===== src/hdl/hsvc_pkg.sv =====
// ----------------------------------------------------------------------------
// HSV to RGB converter package
// Constants, codes and shared types of the converter.
// ----------------------------------------------------------------------------
package hsvc_pkg;

   localparam int HUE_W      = 9;
   localparam int CHAN_W     = 8;
   localparam int FRAC_W     = 7;
   localparam int NUM_W      = 14;
   localparam int PROD_W     = 22;
   localparam int RECIP_W    = 23;
   localparam int CSR_IDX_W  = 1;
   localparam int REQ_DATA_W = 16;
   localparam int RSP_DATA_W = 24;

   localparam logic [HUE_W-1:0]  HUE_FULL_TURN  = 9'd360;
   localparam logic [FRAC_W-1:0] SECTOR_DEGREES = 7'd60;
   // 255 * 60: common denominator of all three levels
   localparam logic [NUM_W-1:0]  FRAC_SCALE     = 14'd15300;
   // ceil(2^36 / 15300); exact floor division for every product below 2^22
   localparam logic [RECIP_W-1:0] RECIP_MULT    = 23'd4491470;
   localparam int RECIP_SHIFT = 36;

   localparam logic [CSR_IDX_W-1:0] CSR_SATURATION = 1'b0;
   localparam logic [CSR_IDX_W-1:0] CSR_BRIGHTNESS = 1'b1;

   typedef enum logic [2:0] {
      SECTOR_RED_YELLOW   = 3'd0,
      SECTOR_YELLOW_GREEN = 3'd1,
      SECTOR_GREEN_CYAN   = 3'd2,
      SECTOR_CYAN_BLUE    = 3'd3,
      SECTOR_BLUE_MAGENTA = 3'd4,
      SECTOR_MAGENTA_RED  = 3'd5
   } sector_type;

   // Load strobes for the three stages of a level lane.
   typedef struct packed {
      logic num;
      logic prod;
      logic quot;
   } lvl_adv_type;

endpackage


===== src/hdl/hsvc_level.sv =====
// ----------------------------------------------------------------------------
// HSV level lane
// Three-stage pipe: floor(v * (15300 - s*frac) / 15300).
// ----------------------------------------------------------------------------
module hsvc_level (
   input  logic                        clock,
   input  hsvc_pkg::lvl_adv_type       adv,
   input  logic [hsvc_pkg::CHAN_W-1:0] sat,
   input  logic [hsvc_pkg::CHAN_W-1:0] bri,
   input  logic [hsvc_pkg::FRAC_W-1:0] frac,
   output logic [hsvc_pkg::CHAN_W-1:0] level
);
   import hsvc_pkg::*;

   logic [CHAN_W+FRAC_W-1:0]      sat_frac;
   logic [NUM_W-1:0]              num_in, num_ff;
   logic [PROD_W-1:0]             prod_in, prod_ff;
   logic [PROD_W+RECIP_W-1:0]     recip_prod;
   logic [CHAN_W-1:0]             quot_in, quot_ff;

   // frac never exceeds 60, so s*frac never exceeds the scale
   assign sat_frac = (CHAN_W+FRAC_W)'(sat) * (CHAN_W+FRAC_W)'(frac);
   assign num_in   = NUM_W'((CHAN_W+FRAC_W)'(FRAC_SCALE) - sat_frac);
   assign prod_in  = PROD_W'(bri) * PROD_W'(num_ff);

   // divide by 15300 through the reciprocal; quotient fits in a channel
   assign recip_prod = (PROD_W+RECIP_W)'(prod_ff) * (PROD_W+RECIP_W)'(RECIP_MULT);
   assign quot_in    = recip_prod[RECIP_SHIFT +: CHAN_W];

   always_ff @(posedge clock) begin
      if (adv.num) begin
         num_ff <= num_in;
      end
      if (adv.prod) begin
         prod_ff <= prod_in;
      end
      if (adv.quot) begin
         quot_ff <= quot_in;
      end
   end

   assign level = quot_ff;

endmodule


===== src/hdl/hsv_to_rgb_converter_top.sv =====
// ----------------------------------------------------------------------------
// HSV to RGB converter
// Streams hues in whole degrees and returns 8-bit red, green and blue.
// ----------------------------------------------------------------------------
// Each transfer on the req_ side carries one hue (0..360; 360 reads as 0 and
// 361..511 wrap by subtracting 360). Saturation and brightness are taken from
// two registers written through the csr_ port (index 0 saturation, index 1
// brightness, both reset to 255); write them only while no hue is in flight.
// Every hue yields exactly one rsp_ transfer, in order. The six-stage pipeline
// takes a new hue every cycle while the output is not stalled; its longest
// stages are the 22 x 23 bit reciprocal multiply that replaces the divide by
// 15300 and the 8 x 14 bit level product, one of each per level lane. Each
// stage loads whenever it is empty or its successor moves, so bubbles close
// up under back-pressure and req_tready drops only when all six stages hold
// data and rsp_tready is low.
// ----------------------------------------------------------------------------
module hsv_to_rgb_converter_top (
   input  logic                              clock,
   input  logic                              reset,
   // configuration writes
   input  logic                              csr_wr_en,
   input  logic [hsvc_pkg::CSR_IDX_W-1:0]    csr_index,
   input  logic [hsvc_pkg::CHAN_W-1:0]       csr_wr_data,
   // hue stream
   input  logic                              req_tvalid,
   output logic                              req_tready,
   input  logic [hsvc_pkg::REQ_DATA_W-1:0]   req_tdata,  // [8:0] hue, [15:9] zero
   // color stream
   output logic                              rsp_tvalid,
   input  logic                              rsp_tready,
   output logic [hsvc_pkg::RSP_DATA_W-1:0]   rsp_tdata   // [7:0] red, [15:8] green,
                                                         // [23:16] blue
);
   import hsvc_pkg::*;

   localparam int STAGES = 6;

   // configuration registers
   logic [CHAN_W-1:0] sat_ff, sat_in;
   logic [CHAN_W-1:0] bri_ff, bri_in;

   // per-stage valid and load control
   logic [STAGES-1:0] valid_ff, valid_in;
   logic [STAGES-1:0] stage_rdy;

   // stage 1: wrapped hue
   logic [HUE_W-1:0]  hue_raw;
   logic [HUE_W-1:0]  hue_in, hue_ff;

   // stage 2: sector and fraction
   sector_type        sector_in;
   logic [HUE_W-1:0]  sector_base;
   logic [FRAC_W-1:0] fm_in, fm_ff;
   logic [FRAC_W-1:0] fmc_in, fmc_ff;

   // sector travels beside the level lanes (stages 2..5)
   sector_type        sector_ff [4];

   // level lanes
   lvl_adv_type       lane_adv;
   logic [CHAN_W-1:0] lvl_p, lvl_q, lvl_t;

   // stage 6: output register
   logic [CHAN_W-1:0] red_in, green_in, blue_in;
   logic [RSP_DATA_W-1:0] rsp_data_in, rsp_data_ff;

   // ---------------------------------------------------------------- config
   always_comb begin
      sat_in = sat_ff;
      bri_in = bri_ff;
      if (csr_wr_en) begin
         unique case (csr_index)
            CSR_SATURATION: sat_in = csr_wr_data;
            CSR_BRIGHTNESS: bri_in = csr_wr_data;
            default: ;
         endcase
      end
   end

   always_ff @(posedge clock) begin
      if (reset) begin
         sat_ff <= '1;
         bri_ff <= '1;
      end else begin
         sat_ff <= sat_in;
         bri_ff <= bri_in;
      end
   end

   // ------------------------------------------------------------- handshake
   // A stage may load when it is empty or its content moves on this cycle.
   always_comb begin
      stage_rdy[STAGES-1] = !valid_ff[STAGES-1] || rsp_tready;
      for (int i = STAGES-2; i >= 0; i--) begin
         stage_rdy[i] = !valid_ff[i] || stage_rdy[i+1];
      end
   end

   always_comb begin
      valid_in[0] = stage_rdy[0] ? req_tvalid : valid_ff[0];
      for (int i = 1; i < STAGES; i++) begin
         valid_in[i] = stage_rdy[i] ? valid_ff[i-1] : valid_ff[i];
      end
   end

   always_ff @(posedge clock) begin
      if (reset) begin
         valid_ff <= '0;
      end else begin
         valid_ff <= valid_in;
      end
   end

   assign req_tready = stage_rdy[0];
   assign rsp_tvalid = valid_ff[STAGES-1];

   // --------------------------------------------------------- stage 1: wrap
   assign hue_raw = req_tdata[HUE_W-1:0];
   assign hue_in  = (hue_raw >= HUE_FULL_TURN) ? hue_raw - HUE_FULL_TURN : hue_raw;

   always_ff @(posedge clock) begin
      if (stage_rdy[0]) begin
         hue_ff <= hue_in;
      end
   end

   // ------------------------------------------------------- stage 2: sector
   // Pick the 60 degree sector by comparison; the remainder is the offset
   // from the sector's starting hue.
   always_comb begin
      priority if (hue_ff >= 9'd300) begin
         sector_in   = SECTOR_MAGENTA_RED;
         sector_base = 9'd300;
      end else if (hue_ff >= 9'd240) begin
         sector_in   = SECTOR_BLUE_MAGENTA;
         sector_base = 9'd240;
      end else if (hue_ff >= 9'd180) begin
         sector_in   = SECTOR_CYAN_BLUE;
         sector_base = 9'd180;
      end else if (hue_ff >= 9'd120) begin
         sector_in   = SECTOR_GREEN_CYAN;
         sector_base = 9'd120;
      end else if (hue_ff >= 9'd60) begin
         sector_in   = SECTOR_YELLOW_GREEN;
         sector_base = 9'd60;
      end else begin
         sector_in   = SECTOR_RED_YELLOW;
         sector_base = 9'd0;
      end
   end

   assign fm_in  = FRAC_W'(hue_ff - sector_base);
   assign fmc_in = SECTOR_DEGREES - fm_in;

   always_ff @(posedge clock) begin
      if (stage_rdy[1]) begin
         fm_ff        <= fm_in;
         fmc_ff       <= fmc_in;
         sector_ff[0] <= sector_in;
      end
      if (stage_rdy[2]) begin
         sector_ff[1] <= sector_ff[0];
      end
      if (stage_rdy[3]) begin
         sector_ff[2] <= sector_ff[1];
      end
      if (stage_rdy[4]) begin
         sector_ff[3] <= sector_ff[2];
      end
   end

   // ----------------------------------------------- stages 3..5: level lanes
   // Hold each lane stage exactly when the matching valid stage holds.
   assign lane_adv.num  = stage_rdy[2];
   assign lane_adv.prod = stage_rdy[3];
   assign lane_adv.quot = stage_rdy[4];

   // p is the q form with a full fraction: v*(255-s)/255 == v*(15300-60s)/15300
   hsvc_level u_lvl_p (
      .clock (clock),
      .adv   (lane_adv),
      .sat   (sat_ff),
      .bri   (bri_ff),
      .frac  (SECTOR_DEGREES),
      .level (lvl_p)
   );

   hsvc_level u_lvl_q (
      .clock (clock),
      .adv   (lane_adv),
      .sat   (sat_ff),
      .bri   (bri_ff),
      .frac  (fm_ff),
      .level (lvl_q)
   );

   hsvc_level u_lvl_t (
      .clock (clock),
      .adv   (lane_adv),
      .sat   (sat_ff),
      .bri   (bri_ff),
      .frac  (fmc_ff),
      .level (lvl_t)
   );

   // ------------------------------------------------------- stage 6: select
   always_comb begin
      unique case (sector_ff[3])
         SECTOR_RED_YELLOW: begin
            red_in = bri_ff; green_in = lvl_t;  blue_in = lvl_p;
         end
         SECTOR_YELLOW_GREEN: begin
            red_in = lvl_q;  green_in = bri_ff; blue_in = lvl_p;
         end
         SECTOR_GREEN_CYAN: begin
            red_in = lvl_p;  green_in = bri_ff; blue_in = lvl_t;
         end
         SECTOR_CYAN_BLUE: begin
            red_in = lvl_p;  green_in = lvl_q;  blue_in = bri_ff;
         end
         SECTOR_BLUE_MAGENTA: begin
            red_in = lvl_t;  green_in = lvl_p;  blue_in = bri_ff;
         end
         default: begin
            red_in = bri_ff; green_in = lvl_p;  blue_in = lvl_q;
         end
      endcase
   end

   assign rsp_data_in = {blue_in, green_in, red_in};

   always_ff @(posedge clock) begin
      if (stage_rdy[5]) begin
         rsp_data_ff <= rsp_data_in;
      end
   end

   assign rsp_tdata = rsp_data_ff;

endmodule


===== config.mk =====
export PLATFORM = sky130hd
export DESIGN_NAME = hsv_to_rgb_converter_top
export DESIGN_NICKNAME = d
export VERILOG_FILES = /design/src/hdl/hsvc_pkg.sv /design/src/hdl/hsvc_level.sv /design/src/hdl/hsv_to_rgb_converter_top.sv
export SDC_FILE = /design/constraint.sdc
export NUM_CORES = 2
export LEC_CHECK = 0
export ABC_CLOCK_PERIOD_IN_PS = 8300
export BUFFER_PORTS_ARGS = -buffer_cell sky130_fd_sc_hd__buf_2
export CORE_ASPECT_RATIO = 1.2
export CORE_MARGIN = 2
export CORE_UTILIZATION = 45
export DETAILED_ROUTE_END_ITERATION = 8
export HOLD_SLACK_MARGIN = 0.15
export SLEW_MARGIN = 0
export SYNTH_ARGS = -nofsm -noshare
export SYNTH_HDL_FRONTEND = slang
export SYNTH_HIERARCHICAL = 1
export SYNTH_SLANG_ARGS = --single-unit

===== constraint.sdc =====
create_clock -name clock -period 8.3 [get_ports clock]
set_input_delay 0.415 -clock clock [delete_from_list [all_inputs] [get_ports clock]]
set_output_delay 0.415 -clock clock [all_outputs]
set_load 0.05 [all_outputs]

-- Yosys cells after proc, flatten, opt, wreduce, memory -nomap -nowiden
Memory sizes are Yosys's and may differ from the RTL's.
Index checks and enable logic that the tools add are counted.
- flip-flop bits (word level): 201
- bits in latches: 0
- memory bits (writable): 12
- bits in read-only memories: 0
- word-level logic and storage cells: 89
- memories: 1
- memories (name ; words ; width ; rd ports ; clocked after Yosys merged registers in ; wr ports ; line ; source):
    sector_ff ; 4 ; 3 ; 4 ; 0 ; 4 ; hsv_to_rgb_converter_top.sv:57 ; sector_type sector_ff [4];
- add/sub/neg operators: 6
- multiply operators: 9
- div/mod/pow operators: 0
- order comparisons: 6
- equality and inequality tests: 4
- shift operators: 0
- mux-type cells: 22
- bitwise gates (word level): 1
- reductions and logical operators: 19
- operator list (cell ; number):
    $mul 22x22->43 const B ; 3
    $pmux 8 s3 ; 3
    $mul 8x14->22 ; 3
    $sub 14x14->14 const A ; 3
    $mul 8x7->14 ; 2
    $mux 7 ; 4
    $ge 9x8->1 const B ; 2
    $ge 9x9->1 const B ; 2
    $mul 8x4->12 const B ; 1
    $ge 9x6->1 const B ; 1
    $ge 9x7->1 const B ; 1
    $mux 1 ; 9
    $mux 9 ; 1
    $sub 9x9->9 const B ; 1
    $reduce_or 2->1 ; 4
    $sub 6x7->7 const A ; 1
    $sub 7x7->7 ; 1
    $eq 3x2->1 const B ; 2
    $logic_not 1->1 ; 6
    $logic_or 1x1->1 ; 6
    $mux 3 ; 2
    $mux 6 ; 1
    $mux 2 ; 2
    $reduce_and 2->1 ; 2
    other kinds (4) ; 4

-- Longest topological paths before layout
- depth in word-level cells: 8
- gate-level depth with buffers: 21
- depth with buffers taken out: 21

-- Hierarchy
The synthesis kept the hierarchy.
- by module, submodules not included (module ; instances ; cells each ; area an instance (µm²) ; sequential area each (µm²)):
    hsvc_level (u_lvl_p) ; 1 ; 1403 ; 13464.2 ; 1321.3
    hsvc_level (u_lvl_q) ; 1 ; 1282 ; 12958.7 ; 1321.3
    hsvc_level (u_lvl_t) ; 1 ; 1282 ; 12892.4 ; 1321.3
    hsv_to_rgb_converter_top ; 1 ; 362 ; 3861.2 ; 2182.1

-- Least setup slack after synthesis
Ideal clock, no wire load.
- path kind: flip-flop to flip-flop
- start point: register u_lvl_t.prod_ff[13]
- end point: register u_lvl_t.quot_ff[1], in the netlist u_lvl_t/level[1] (data pin)
- library setup time: 0.260 ns
- data arrival time: 5.466 ns
- slack: 2.574 ns
- cell stages (with the launch flop): 20
- path buffers: 0
- period minus slack after synthesis: 5.726 ns
- path through: edfxtp_1 > ha_1 > fa_1 > inv_1 > fa_1 > inv_1 > ha_1 > inv_1 > fa_1 > inv_1 > fa_1 > fa_1 > ha_1 > nand4_1 > or3_1 > or3_1 > and4_1 > o31a_1 > o21ai_2 > xor2_1
- longest elaborated chain between the ends: 1
- RTL lines (item ; line ; source):
    start: declaration ; hsvc_level.sv:17 ; logic [PROD_W-1:0] prod_in, prod_ff;
    start signal: assignment ; hsvc_level.sv:35 ; prod_ff <= prod_in;
    $mul 22x22->43 ; hsvc_level.sv:27 ; assign recip_prod = (PROD_W+RECIP_W)'(prod_ff) * (PROD_W+RECIP_W)'(RECIP_MULT);
    net u_lvl_t.recip_prod[37] ; hsvc_level.sv:18 ; logic [PROD_W+RECIP_W-1:0] recip_prod;
    end signal: assignment ; hsvc_level.sv:38 ; quot_ff <= quot_in;
    end: declaration ; hsvc_level.sv:19 ; logic [CHAN_W-1:0] quot_in, quot_ff;
The timed path passes the listed nets, and every way through them passes these cells.
A chain may end at the register's enable or synchronous reset.

-- Worst setup path in the final report
- start point: register u_lvl_p.prod_ff[13]
- end point: register u_lvl_p.quot_ff[7], in the netlist u_lvl_p/level[7] (data pin)
- longest elaborated chain between the ends: 1
- RTL lines (item ; line):
    start: declaration ; hsvc_level.sv:17
    start signal: assignment ; hsvc_level.sv:35
    $mul 22x22->43 ; hsvc_level.sv:27
    net u_lvl_p.recip_prod[43] ; hsvc_level.sv:18
    end signal: assignment ; hsvc_level.sv:38
    end: declaration ; hsvc_level.sv:19
The timed path passes the listed nets, and every way through them passes these cells.

==> results.toml <==
[run_status]
outcome = "finished clean"

[placed_design]
place_ws_ns = 1.81
numPortBuffers = 48
routabilityCongestion = 0.890
dp_hpwl_um = 78900

[die]
die_w_um = 287
io_pins = 56
dieArea_um2 = 98500
fp.dieH_um = 343
core_area_um2 = 95300
start_util_pct = 45.3
rows = 124

[yosys]
synth_edf_count = 190
yosys_most_used_dff = "edfxtp_1"
ys_seq_area_share_pct = 14.2
async_flop_share_pct = 0
synth.distinct_cells = 84
yosysWarnings = 6
synth_area_um2 = 43200
synth_cells = 4329
avgSynthCellArea_um2 = 9.97
ys_seq_elements = 212

[clock_tree]
cts_max_path_buffers = 3
cts.sinks = 212
clk_pin_slew_worst_paths_ns = 0.06
cts_hold_buf = 12
cts_tree = "done"
numCtsBuffers = 27
clk_latency_ns = 0.59
cts.repair.resized = 0
htree_levels = 1
cts_setup_buffers = 0
root_buffer = "clkbuf_16"

[global_routing]
grt-ovfl-total = 0
grt_util_all_layers_pct = 20.4
grt_pass1_vias = 32500
grt_pass1_wl_um = 162000
grt_max_degree = 70
antenna_found_initial = 3

[detailed_routing]
vias = 29500
routedWlPerCell_um = 16.6
routed_wirelength_um = 95200
wl_met2_um = 49500
drt_iter0_markers = 1273
dr_wl_met3_um = 2540
viasPerCell = 5.16
ant_nets = 0
routed.top_layer = "met4"
m1WireLength_um = 40600
drt_first_pass_iters = 5
drc = 0

[sta]
finalHoldViolations = 0
slew_viol_final = 0
slew_headroom_pct = 23.4
setup_violations = 0
setup_slack_ns = 1.92
tns_ns = 0
whs_ns = 0.182
rsz0062_at_grt = "no"
layout_worst_path_cycle_share_pct = 76.8
min_period_ns = 6.38
fmax_mhz = 157
worstMarginPinSlew_ns = 1.15
skew_ns = 0.0122

[critical_path]
critPathArrivalTime_ns = 6.69
criticalPathCategory = "flip-flop to flip-flop"
path_max_fanout = 7
worstPathRequired_ns = 8.62
start_kind = "flip-flop"
crit_path_end_kind = "flip-flop"

[hold_path]
hp-class = "primary input to flip-flop"

[finish]
fill_cells = 9066
area_delta_synth_final_pct = 7.04
drive_gt1_share_pct = 3.50
multi_input_area_um2 = 33400
ff_latch_area_um2 = 6150
nets = 5970

[flow_run]
cap_violations = 0
critical path: stages (launching register included):
cell	delay, ns
edfxtp_1	0.60
ha_1	0.42
fa_1	0.52
inv_1	0.06
fa_1	0.47
inv_1	0.05
ha_1	0.26
inv_1	0.04
fa_1	0.47
inv_1	0.05
fa_1	0.53
inv_1	0.06
fa_1	0.53
inv_1	0.04
ha_1	0.33
a21oi_1	0.19
o21ai_0	0.13
a41oi_1	0.24
a22oi_1	0.09
a211oi_1	0.71
mux2i_1	0.26
a211oi_1	0.06
flip-flops by register name, indices dropped and copies added (netlist names):
signal           count
bri_ff               8
fm_ff                7
fmc_ff               6
hue_ff               9
rsp_tdata           24
sat_ff               8
sector_ff           12
u_lvl_p/level        8
u_lvl_p/num_ff      14
u_lvl_p/prod_ff     22
u_lvl_q/level        8
u_lvl_q/num_ff      14
u_lvl_q/prod_ff     22
u_lvl_t/level        8
u_lvl_t/num_ff      14
u_lvl_t/prod_ff     22
valid_ff             6
logic make-up (layout without fill, tap and decap cells):
logic type | Yosys count | after routing | synth area share, %
adders and majority gates | 1502 | 1502 | 54.8
buffers and inverters | 1018 | 1095 | 8.86
and+or+nand+nor | 964 | 964 | 11.6
AOI/OAI and AO/OA | 501 | 501 | 7.79
DFF | 212 | 212 | 14.2
xor gates and xnor gates | 115 | 115 | 2.33
muxes | 15 | 15 | 0.354
other | 2 | 57 | 0.0174
final timing paths:
path	start	endpoint	slack (ns)	cells after the start
hold / removal	req_tdata[5]	hue_ff[5]	0.18	3
setup reg to reg	u_lvl_p/prod_ff[13]	u_lvl_p/level[7]	1.92	21
hold reg to reg	sector_ff[2][1]	sector_ff[3][1]	0.42	0
setup / recovery	u_lvl_p/prod_ff[13]	u_lvl_p/level[7]	1.92	21
cell usage in the layout, fill, tap and decap left out, drive strengths merged, types with 40 or more instances in the layout:
cell    synthesis  final
nand3          40     40
inv           965    970
fa            649    649
o21ai          84     84
nor2          107    107
xnor2          88     88
a21o           49     49
and2          338    338
edfxtp        190    190
a21oi         139    139
conb            2     56
buf             8     68
nand2         299    299
ha            852    852
stage by stage:
| stage | cell area [um^2] | std cells | util [%] |
|---|---|---|---|
| finish | 46200 | 5721 | 48.5 |
| global route | 46200 | 5720 | 48.5 |
| CTS | 46200 | 5720 | 48.5 |
| detailed placement | 45200 | 5658 | 47.4 |
| global placement | 45200 | 5658 | 47.4 |
| floorplan | 43400 | 4383 | - |
final cells by class:
| class | count | share of cell area (%) |
|---|---|---|
| Multi-Input combinational cell | 3153 | 72.3 |
| Sequential cell | 212 | 13.3 |
| Inverter | 965 | 7.84 |
| Tap cell | 1260 | 3.41 |
| Clock buffer | 29 | 1.48 |
| Timing Repair Buffer | 80 | 1.13 |
| Clock inverter | 21 | 0.531 |
| Antenna cell | 1 | 0.00541 |
layer usage:
layer	track usage, %	up-vias
li1	-	14300
met1	25.1	14700
met2	38.4	406
met3	1.53	101
met4	5.39	0
met5	0	-
synthesized netlist by cell type, types with 5 or more instances:
cell type | n | area (um^2)
and3_1 | 23 | 144
a21boi_0 | 9 | 67.6
clkbuf_1 | 45 | 169
o21ai_1 | 9 | 45.0
xnor2_1 | 88 | 771
o21a_1 | 18 | 135
nand2_1 | 298 | 1120
o31a_1 | 6 | 52.6
nor2_1 | 107 | 402
nor4_1 | 8 | 50.1
a31oi_1 | 13 | 81.3
a221oi_1 | 11 | 96.3
nand4_1 | 29 | 181
o21ai_0 | 71 | 355
o211ai_1 | 13 | 97.6
nand2b_1 | 10 | 62.6
nand3_1 | 40 | 200
nor3_1 | 30 | 150
o311ai_0 | 6 | 52.6
nor3b_1 | 5 | 37.5
o21bai_1 | 17 | 128
or3_1 | 12 | 75.1
nand3b_1 | 13 | 97.6
a211o_1 | 15 | 131
mux2i_1 | 13 | 130
xor2_1 | 27 | 236
o22ai_1 | 29 | 181
or2_2 | 7 | 43.8
dfxtp_1 | 22 | 440
and4_1 | 8 | 70.1
o31ai_1 | 15 | 113
edfxtp_1 | 190 | 5710
a211oi_1 | 25 | 188
fa_1 | 649 | 13000
inv_1 | 965 | 3620
a21o_1 | 46 | 345
and2_1 | 338 | 2110
o221ai_1 | 5 | 43.8
nor2b_1 | 24 | 150
a21oi_1 | 137 | 686
ha_1 | 852 | 10700
Power is left out: the tool's default activity adds up to more than one toggle a clock period on the data nets, which glitch-free logic cannot reach.
